$ cat config.mk
export PLATFORM = sky130hd
export DESIGN_NAME = premul_rgba_over_i420_block
export DESIGN_NICKNAME = d
export VERILOG_FILES = /design/src/rtl/core/pmo_pkg.sv /design/src/rtl/core/pmo_ycc2rgb.sv /design/src/rtl/core/pmo_blend.sv /design/src/rtl/core/pmo_rgb2ycc.sv /design/src/rtl/core/premul_rgba_over_i420_block.sv
export SDC_FILE = /design/constraint.sdc
export NUM_CORES = 2
export LEC_CHECK = 0
export BUFFER_PORTS_ARGS = -buffer_cell sky130_fd_sc_hd__buf_2
export CORE_MARGIN = 4
export CORE_UTILIZATION = 50
export CTS_CLUSTER_DIAMETER = 200
export DETAILED_ROUTE_END_ITERATION = 6
export MAX_ROUTING_LAYER = met4
export PLACE_DENSITY_LB_ADDON = 0.15
export SYNTH_ARGS = -nofsm -noshare
export SYNTH_HDL_FRONTEND = slang
export SYNTH_HIERARCHICAL = 1
export SYNTH_SLANG_ARGS = --single-unit
$ cat constraint.sdc
create_clock -name clock -period 29.4 [get_ports clock]
set_input_delay 4.41 -clock clock [delete_from_list [all_inputs] [get_ports clock]]
set_output_delay 4.41 -clock clock [all_outputs]
set_load 0.02 [all_outputs]
$ cat src/rtl/core/pmo_pkg.sv
// shared types and arithmetic helpers for the premultiplied rgba over i420 blender
// no dependencies; used by the pipeline modules under rtl/core
package pmo_pkg;

   typedef struct packed {
      logic [7:0] b;
      logic [7:0] g;
      logic [7:0] r;
   } rgb_type;

   // destination values carried along for the all-transparent bypass
   typedef struct packed {
      logic [3:0][7:0] luma;
      logic [7:0]      cb;
      logic [7:0]      cr;
      logic            untouched;
   } pass_type;

   typedef struct packed {
      logic [3:0][31:0] src;
      logic [3:0][7:0]  luma;
      logic [7:0]       cb;
      logic [7:0]       cr;
   } req_type;

   typedef struct packed {
      pass_type         pass;
      logic [3:0][31:0] src;
      rgb_type [3:0]    dst;
   } conv_type;

   typedef struct packed {
      pass_type               pass;
      rgb_type [3:0]          src;
      logic [3:0][2:0][15:0]  prod;
   } prod_type;

   typedef struct packed {
      pass_type      pass;
      rgb_type [3:0] mix;
   } mix_type;

   typedef struct packed {
      pass_type        pass;
      logic [3:0][7:0] y_new;
      rgb_type         avg;
   } luma_type;

   typedef struct packed {
      logic [3:0][7:0] luma;
      logic [7:0]      cb;
      logic [7:0]      cr;
      logic            untouched;
   } rsp_type;

   localparam int unsigned PixCount = 4;

   function automatic logic [7:0] sat8(input logic signed [19:0] v);
      logic [7:0] res;
      if (v < 20'sd0) begin
         res = 8'd0;
      end else if (v > 20'sd255) begin
         res = 8'd255;
      end else begin
         res = v[7:0];
      end
      return res;
   endfunction

   // bt.601 limited range to rgb, floor shift by 256
   function automatic rgb_type ycc_to_rgb(input logic [7:0] y, input logic [7:0] cb,
                                          input logic [7:0] cr);
      logic signed [9:0]  c;
      logic signed [9:0]  d;
      logic signed [9:0]  e;
      logic signed [19:0] rs;
      logic signed [19:0] gs;
      logic signed [19:0] bs;
      rgb_type            res;
      c  = $signed({2'b00, y}) - 10'sd16;
      d  = $signed({2'b00, cb}) - 10'sd128;
      e  = $signed({2'b00, cr}) - 10'sd128;
      rs = 20'sd298 * c + 20'sd409 * e + 20'sd128;
      gs = 20'sd298 * c - 20'sd100 * d - 20'sd208 * e + 20'sd128;
      bs = 20'sd298 * c + 20'sd516 * d + 20'sd128;
      res.r = sat8(rs >>> 8);
      res.g = sat8(gs >>> 8);
      res.b = sat8(bs >>> 8);
      return res;
   endfunction

   // src + round(p / 255), saturated; (v + 1 + v/256) / 256 equals v / 255 for v below 65280
   function automatic logic [7:0] blend_round(input logic [15:0] p, input logic [7:0] s);
      logic [16:0] v;
      logic [16:0] w;
      logic [8:0]  t;
      v = {1'b0, p} + 17'd127;
      w = v + 17'd1 + {8'd0, v[16:8]};
      t = {1'b0, s} + {1'b0, w[15:8]};
      return t[8] ? 8'hFF : t[7:0];
   endfunction

   function automatic logic [7:0] luma_of(input rgb_type c);
      logic [17:0] acc;
      logic [9:0]  y;
      acc = 18'd66 * {10'd0, c.r} + 18'd129 * {10'd0, c.g} + 18'd25 * {10'd0, c.b}
            + 18'd128;
      y   = acc[17:8] + 10'd16;
      return (y > 10'd255) ? 8'hFF : y[7:0];
   endfunction

   function automatic logic [7:0] cb_of(input rgb_type c);
      logic signed [19:0] acc;
      acc = 20'sd112 * $signed({12'd0, c.b}) - 20'sd38 * $signed({12'd0, c.r})
            - 20'sd74 * $signed({12'd0, c.g}) + 20'sd128;
      return sat8((acc >>> 8) + 20'sd128);
   endfunction

   function automatic logic [7:0] cr_of(input rgb_type c);
      logic signed [19:0] acc;
      acc = 20'sd112 * $signed({12'd0, c.r}) - 20'sd94 * $signed({12'd0, c.g})
            - 20'sd18 * $signed({12'd0, c.b}) + 20'sd128;
      return sat8((acc >>> 8) + 20'sd128);
   endfunction

   function automatic logic [7:0] avg4(input logic [7:0] a, input logic [7:0] b,
                                       input logic [7:0] c, input logic [7:0] d);
      logic [9:0] s;
      s = {2'b00, a} + {2'b00, b} + {2'b00, c} + {2'b00, d} + 10'd2;
      return s[9:2];
   endfunction

endpackage

$ cat src/rtl/core/pmo_ycc2rgb.sv
// stage 1: destination yuv to rgb for the four pixels, plus transparency detect
// depends on pmo_pkg
module pmo_ycc2rgb (
   input  logic               clock,
   input  logic               reset,
   input  logic               in_valid,
   output logic               in_ready,
   input  pmo_pkg::req_type   in_data,
   output logic               out_valid,
   input  logic               out_ready,
   output pmo_pkg::conv_type  out_data
);
   import pmo_pkg::*;

   logic     s1_vld_ff;
   logic     s1_vld_in;
   conv_type s1_data_ff;
   conv_type s1_data_in;

   always_comb begin
      logic alpha_any;
      alpha_any = 1'b0;
      for (int i = 0; i < PixCount; i++) begin
         alpha_any = alpha_any | (|in_data.src[i][31:24]);
         s1_data_in.dst[i] = ycc_to_rgb(in_data.luma[i], in_data.cb, in_data.cr);
      end
      s1_data_in.src            = in_data.src;
      s1_data_in.pass.luma      = in_data.luma;
      s1_data_in.pass.cb        = in_data.cb;
      s1_data_in.pass.cr        = in_data.cr;
      s1_data_in.pass.untouched = !alpha_any;
   end

   assign in_ready  = !s1_vld_ff || out_ready;
   assign s1_vld_in = in_ready ? in_valid : s1_vld_ff;

   always_ff @(posedge clock) begin
      if (reset) begin
         s1_vld_ff <= 1'b0;
      end else begin
         s1_vld_ff <= s1_vld_in;
      end
   end

   always_ff @(posedge clock) begin
      if (in_valid && in_ready) begin
         s1_data_ff <= s1_data_in;
      end
   end

   assign out_valid = s1_vld_ff;
   assign out_data  = s1_data_ff;

endmodule

$ cat src/rtl/core/pmo_blend.sv
// stages 2 and 3: dst*(255-a) products, then rounding divide by 255 and saturating add
// depends on pmo_pkg
module pmo_blend (
   input  logic               clock,
   input  logic               reset,
   input  logic               in_valid,
   output logic               in_ready,
   input  pmo_pkg::conv_type  in_data,
   output logic               out_valid,
   input  logic               out_ready,
   output pmo_pkg::mix_type   out_data
);
   import pmo_pkg::*;

   logic     s2_vld_ff;
   logic     s2_vld_in;
   logic     s2_ready;
   prod_type s2_data_ff;
   prod_type s2_data_in;
   logic     s3_vld_ff;
   logic     s3_vld_in;
   mix_type  s3_data_ff;
   mix_type  s3_data_in;

   always_comb begin
      logic [7:0] inv;
      for (int i = 0; i < PixCount; i++) begin
         inv = 8'd255 - in_data.src[i][31:24];
         s2_data_in.src[i].r  = in_data.src[i][7:0];
         s2_data_in.src[i].g  = in_data.src[i][15:8];
         s2_data_in.src[i].b  = in_data.src[i][23:16];
         s2_data_in.prod[i][0] = {8'd0, in_data.dst[i].r} * {8'd0, inv};
         s2_data_in.prod[i][1] = {8'd0, in_data.dst[i].g} * {8'd0, inv};
         s2_data_in.prod[i][2] = {8'd0, in_data.dst[i].b} * {8'd0, inv};
      end
      s2_data_in.pass = in_data.pass;
   end

   always_comb begin
      for (int i = 0; i < PixCount; i++) begin
         s3_data_in.mix[i].r = blend_round(s2_data_ff.prod[i][0], s2_data_ff.src[i].r);
         s3_data_in.mix[i].g = blend_round(s2_data_ff.prod[i][1], s2_data_ff.src[i].g);
         s3_data_in.mix[i].b = blend_round(s2_data_ff.prod[i][2], s2_data_ff.src[i].b);
      end
      s3_data_in.pass = s2_data_ff.pass;
   end

   assign s2_ready  = !s3_vld_ff || out_ready;
   assign in_ready  = !s2_vld_ff || s2_ready;
   assign s2_vld_in = in_ready ? in_valid : s2_vld_ff;
   assign s3_vld_in = s2_ready ? s2_vld_ff : s3_vld_ff;

   always_ff @(posedge clock) begin
      if (reset) begin
         s2_vld_ff <= 1'b0;
         s3_vld_ff <= 1'b0;
      end else begin
         s2_vld_ff <= s2_vld_in;
         s3_vld_ff <= s3_vld_in;
      end
   end

   always_ff @(posedge clock) begin
      if (in_valid && in_ready) begin
         s2_data_ff <= s2_data_in;
      end
      if (s2_vld_ff && s2_ready) begin
         s3_data_ff <= s3_data_in;
      end
   end

   assign out_valid = s3_vld_ff;
   assign out_data  = s3_data_ff;

endmodule

$ cat src/rtl/core/pmo_rgb2ycc.sv
// stages 4 and 5: per-pixel luma and block rgb average, then chroma and bypass select
// depends on pmo_pkg; stage 5 is the output register
module pmo_rgb2ycc (
   input  logic              clock,
   input  logic              reset,
   input  logic              in_valid,
   output logic              in_ready,
   input  pmo_pkg::mix_type  in_data,
   output logic              out_valid,
   input  logic              out_ready,
   output pmo_pkg::rsp_type  out_data
);
   import pmo_pkg::*;

   logic     s4_vld_ff;
   logic     s4_vld_in;
   logic     s4_ready;
   luma_type s4_data_ff;
   luma_type s4_data_in;
   logic     s5_vld_ff;
   logic     s5_vld_in;
   rsp_type  s5_data_ff;
   rsp_type  s5_data_in;

   always_comb begin
      for (int i = 0; i < PixCount; i++) begin
         s4_data_in.y_new[i] = luma_of(in_data.mix[i]);
      end
      s4_data_in.avg.r = avg4(in_data.mix[0].r, in_data.mix[1].r,
                              in_data.mix[2].r, in_data.mix[3].r);
      s4_data_in.avg.g = avg4(in_data.mix[0].g, in_data.mix[1].g,
                              in_data.mix[2].g, in_data.mix[3].g);
      s4_data_in.avg.b = avg4(in_data.mix[0].b, in_data.mix[1].b,
                              in_data.mix[2].b, in_data.mix[3].b);
      s4_data_in.pass  = in_data.pass;
   end

   // fully transparent block keeps the destination exactly
   always_comb begin
      s5_data_in.untouched = s4_data_ff.pass.untouched;
      if (s4_data_ff.pass.untouched) begin
         s5_data_in.luma = s4_data_ff.pass.luma;
         s5_data_in.cb   = s4_data_ff.pass.cb;
         s5_data_in.cr   = s4_data_ff.pass.cr;
      end else begin
         s5_data_in.luma = s4_data_ff.y_new;
         s5_data_in.cb   = cb_of(s4_data_ff.avg);
         s5_data_in.cr   = cr_of(s4_data_ff.avg);
      end
   end

   assign s4_ready  = !s5_vld_ff || out_ready;
   assign in_ready  = !s4_vld_ff || s4_ready;
   assign s4_vld_in = in_ready ? in_valid : s4_vld_ff;
   assign s5_vld_in = s4_ready ? s4_vld_ff : s5_vld_ff;

   always_ff @(posedge clock) begin
      if (reset) begin
         s4_vld_ff <= 1'b0;
         s5_vld_ff <= 1'b0;
      end else begin
         s4_vld_ff <= s4_vld_in;
         s5_vld_ff <= s5_vld_in;
      end
   end

   always_ff @(posedge clock) begin
      if (in_valid && in_ready) begin
         s4_data_ff <= s4_data_in;
      end
      if (s4_vld_ff && s4_ready) begin
         s5_data_ff <= s5_data_in;
      end
   end

   assign out_valid = s5_vld_ff;
   assign out_data  = s5_data_ff;

endmodule

$ cat src/rtl/core/premul_rgba_over_i420_block.sv
// top level of the premultiplied rgba over i420 blender
// depends on pmo_pkg, pmo_ycc2rgb, pmo_blend, pmo_rgb2ycc
//
// Takes one 2x2 block word per clock while req_ready is high and returns one result word
// per block, in order. Between acceptance and rsp_valid come inverse color conversion,
// blend products, rounding divide and saturate, per-pixel luma with block average, and
// chroma with the output register. Each of the five register stages holds its own valid
// bit and fills a bubble even while later stages are stalled, so req_ready drops only
// when all five stages hold a word and rsp_ready is low. A block whose four alphas are
// all zero returns its destination samples unchanged with rsp_block_untouched set.
module premul_rgba_over_i420_block (
   input  logic        clock,
   input  logic        reset,
   input  logic        req_valid,
   output logic        req_ready,
   input  logic [31:0] req_src_pixel_00,
   input  logic [31:0] req_src_pixel_01,
   input  logic [31:0] req_src_pixel_10,
   input  logic [31:0] req_src_pixel_11,
   input  logic [7:0]  req_dst_luma_00,
   input  logic [7:0]  req_dst_luma_01,
   input  logic [7:0]  req_dst_luma_10,
   input  logic [7:0]  req_dst_luma_11,
   input  logic [7:0]  req_dst_cb,
   input  logic [7:0]  req_dst_cr,
   output logic        rsp_valid,
   input  logic        rsp_ready,
   output logic [7:0]  rsp_out_luma_00,
   output logic [7:0]  rsp_out_luma_01,
   output logic [7:0]  rsp_out_luma_10,
   output logic [7:0]  rsp_out_luma_11,
   output logic [7:0]  rsp_out_cb,
   output logic [7:0]  rsp_out_cr,
   output logic        rsp_block_untouched
);
   import pmo_pkg::*;

   req_type  req_data;
   conv_type conv_data;
   mix_type  mix_data;
   rsp_type  rsp_data;
   logic     conv_valid;
   logic     conv_ready;
   logic     mix_valid;
   logic     mix_ready;

   always_comb begin
      req_data.src[0]  = req_src_pixel_00;
      req_data.src[1]  = req_src_pixel_01;
      req_data.src[2]  = req_src_pixel_10;
      req_data.src[3]  = req_src_pixel_11;
      req_data.luma[0] = req_dst_luma_00;
      req_data.luma[1] = req_dst_luma_01;
      req_data.luma[2] = req_dst_luma_10;
      req_data.luma[3] = req_dst_luma_11;
      req_data.cb      = req_dst_cb;
      req_data.cr      = req_dst_cr;
   end

   pmo_ycc2rgb u_ycc2rgb (
      .clock     (clock),
      .reset     (reset),
      .in_valid  (req_valid),
      .in_ready  (req_ready),
      .in_data   (req_data),
      .out_valid (conv_valid),
      .out_ready (conv_ready),
      .out_data  (conv_data)
   );

   pmo_blend u_blend (
      .clock     (clock),
      .reset     (reset),
      .in_valid  (conv_valid),
      .in_ready  (conv_ready),
      .in_data   (conv_data),
      .out_valid (mix_valid),
      .out_ready (mix_ready),
      .out_data  (mix_data)
   );

   pmo_rgb2ycc u_rgb2ycc (
      .clock     (clock),
      .reset     (reset),
      .in_valid  (mix_valid),
      .in_ready  (mix_ready),
      .in_data   (mix_data),
      .out_valid (rsp_valid),
      .out_ready (rsp_ready),
      .out_data  (rsp_data)
   );

   assign rsp_out_luma_00     = rsp_data.luma[0];
   assign rsp_out_luma_01     = rsp_data.luma[1];
   assign rsp_out_luma_10     = rsp_data.luma[2];
   assign rsp_out_luma_11     = rsp_data.luma[3];
   assign rsp_out_cb          = rsp_data.cb;
   assign rsp_out_cr          = rsp_data.cr;
   assign rsp_block_untouched = rsp_data.untouched;

endmodule

==> results.json <==
{
  "dr_total_vias": 70379,
  "drcViolationCount": 12,
  "async_flop_share": 0,
  "status": "finished, violations left",
  "dp_hpwl_um": 216100,
  "die_h_um": 458.8,
  "synthSimpleGateAreaFrac": 0.1230,
  "hold_class": "reg -> reg",
  "synth_area_um2": 101600,
  "use_met3": 0.02874,
  "via_per_inst": 5.491,
  "yosysSeqAreaShare": 0.2696,
  "design.die.area_um2": 210500,
  "hold_viol": 0,
  "fp.coreArea_um2": 202100,
  "wl_per_cell_um": 20.69,
  "ant_nets": 0,
  "clock_sinks": 914,
  "synth_edf_count": 909,
  "htree_levels": 3,
  "met1_usage": 0.3481,
  "track_usage": 0.2585,
  "hold_depth": 0,
  "cp_data_required_time_ns": 29.83,
  "yosys_register_bits": 914,
  "finalSetupViolations": 0,
  "crit_top_cell": "ha_1",
  "nFillCells": 17674,
  "syn_inst": 9771,
  "dr.pass1.iters": 7,
  "busiest_layer": "met2",
  "synth_compound_gate_area_share": 0.1008,
  "crit_buf_inv": 5,
  "crit_family": "adder cells",
  "place_congestion": 0.9507,
  "clk_latency_ns": 0.76,
  "fmaxAchievable_mhz": 89.67,
  "nNetsFinal": 12806,
  "fin_worst_skew_ns": 0.05294,
  "synth_top_family_by_area": "adder cells",
  "slowest_stage": "fa_1",
  "yosys.area.top_type": "edfxtp_1",
  "yosysUniqueCellTypes": 124,
  "rsz0062_at_grt": "false",
  "startpoint_type": "input pin",
  "grt_overflow": 0,
  "antenna_found_initial": 31,
  "place.port_buffers": 230,
  "worstMarginPinSlew_ns": 1.402,
  "cts_buffers": 104,
  "clkTransAtPathRegs_ns": 0.06,
  "clk_path_buf_depth": 3,
  "synthAdderAreaFrac": 0.3739,
  "drive_above_1_share": 0.05812,
  "critPathMaxFanout": 8,
  "initial_core_util": 0.5027,
  "post_cts_buffers": 0,
  "syn_avg_cell_area_um2": 10.40,
  "grt_pass1_vias": 71401,
  "synth_top_area_frac": 0.2687,
  "fin_setup_tns_ns": 0,
  "synth-xor-area-share": 0.06779,
  "synth_top_flop_cell": "edfxtp_1",
  "rows": 165,
  "crit_cells": 31,
  "critPathMaxStageDelay_ns": 0.56,
  "slew_violations": 0,
  "period_needed_ns": 11.15,
  "finalCritPeriodShare": 0.3793,
  "criticalPathCategory": "in -> reg",
  "grt_pass1_wl_um": 409300,
  "cts_root_buf": "clkbuf_16",
  "slew_headroom": 0.05837,
  "reg2reg_depth": 30,
  "die_w_um": 458.8,
  "final_common_cell": "ha_1",
  "finalWirelength_um": 265100,
  "cts.repair.resized": 0,
  "layout_common_cells": "1,821 x ha_1, 1,517 x inv_1, 909 x edfxtp_1",
  "ys_warn_count": 6,
  "syn_to_final_growth_pct": 7.905,
  "use_met2": 0.4050,
  "synth_area_leaders": "edfxtp_1 27%, ha_1 22%, fa_1 15%",
  "holdBufCountCts": 0,
  "synth_nets": 12528,
  "violations": "DRC",
  "ios": 231,
  "grt_max_degree": 106,
  "max-cap-violations": 0,
  "end_kind": "register",
  "cts_tree": "done",
  "crit_arrival_ns": 11.58,
  "drt_iter0_markers": 4616,
  "synth.area.mux_share": 0.005049
}
## path summary, 6_finish.rpt
| path | start | endpoint | slack [ns] |
|---|---|---|---|
| max | req_dst_luma_11[4] | u_ycc2rgb/out_data[87] | 18.25 |
| min | u_blend/out_data[111] | u_rgb2ycc/s4_data_ff[71] | 0.37 |
| max reg2reg | u_rgb2ycc/s4_data_ff[10] | u_rgb2ycc/out_data[6] | 21.52 |
| min reg2reg | u_blend/out_data[111] | u_rgb2ycc/s4_data_ff[71] | 0.37 |
## cells in the mapped netlist (46+ instances only)
| master | instances |
|---|---|
| o21ai_0 | 279 |
| nor2b_1 | 459 |
| xor2_1 | 235 |
| xnor2_1 | 533 |
| o21bai_1 | 70 |
| o21a_1 | 137 |
| nor3_1 | 149 |
| ha_1 | 1821 |
| a31oi_1 | 56 |
| nand2b_1 | 521 |
| nand3_1 | 104 |
| a21oi_1 | 388 |
| inv_1 | 1517 |
| nor2_1 | 451 |
| fa_1 | 756 |
| a21boi_0 | 47 |
| edfxtp_1 | 909 |
| clkbuf_1 | 90 |
| a21o_1 | 148 |
| nand2_1 | 299 |
| nand4_1 | 46 |
## sequential cells by signal, summed over array words and instances, names as in the netlist
name,count
u_rgb2ycc/s4_data_ff,105
u_rgb2ycc/out_valid,1
u_ycc2rgb/out_data,273
u_blend/out_valid,1
u_rgb2ycc/out_data,49
u_rgb2ycc/s4_vld_ff,1
u_ycc2rgb/out_valid,1
u_blend/out_data,145
u_blend/s2_data_ff,337
u_blend/s2_vld_ff,1
## routing by layer
layer	part of all wire	up-vias
met5	0	-
met4	0.041	0
met3	0.052	370
met2	0.45	1623
met1	0.46	34365
li1	-	34021
## worst register-to-register path, delay by kind of cell, from the launching register on
kind	cells	cell delay (ns)
DFF	1	0.52
and+or+nand+nor	3	0.94
adders and majority gates	8	2.97
AOI/OAI and AO/OA	14	2.53
buffers and inverters	3	0.30
xor gates and xnor gates	2	0.36
## cells by family (layout without fill, tap and decap cells)
| family | count (synthesis) | count (layout) |
|---|---|---|
| adders and majority gates | 2584 | 2584 |
| AOI/OAI and AO/OA | 1522 | 1522 |
| and+or+nand+nor | 2311 | 2311 |
| buffers and inverters | 1617 | 1981 |
| DFF | 914 | 914 |
| xor gates and xnor gates | 776 | 776 |
| other | 0 | 11 |
| muxes | 47 | 47 |
## area by class of cell
class | instances | area (µm²) | area share
multi-input cells | 7240 | 68260 | 0.6226
flip-flops and latches | 914 | 27400 | 0.2499
inverters | 1521 | 5709 | 0.05208
well taps | 2672 | 3343 | 0.03049
clock buffers | 120 | 2684 | 0.02448
repair buffers | 268 | 1449 | 0.01322
clock inverters | 72 | 762.0 | 0.006950
diodes | 11 | 27.53 | 0.0002511
## through the flow
stage,util,setup slack (ns),area (µm²),hold slack (ns),std cells
after floorplan,-,16.38,101600,0.4003,9771
after global placement,0.5253,17.57,106200,0.4016,12615
after detailed placement,0.5253,17.56,106200,0.4045,12615
after CTS,0.5423,18.34,109600,0.3814,12807
after global routing,0.5424,17.86,109600,0.3776,12814
final,0.5424,18.25,109600,0.3681,12818
Power is left out: the tool's default activity adds up to more than one toggle a clock period on the data nets, which glitch-free logic cannot reach.
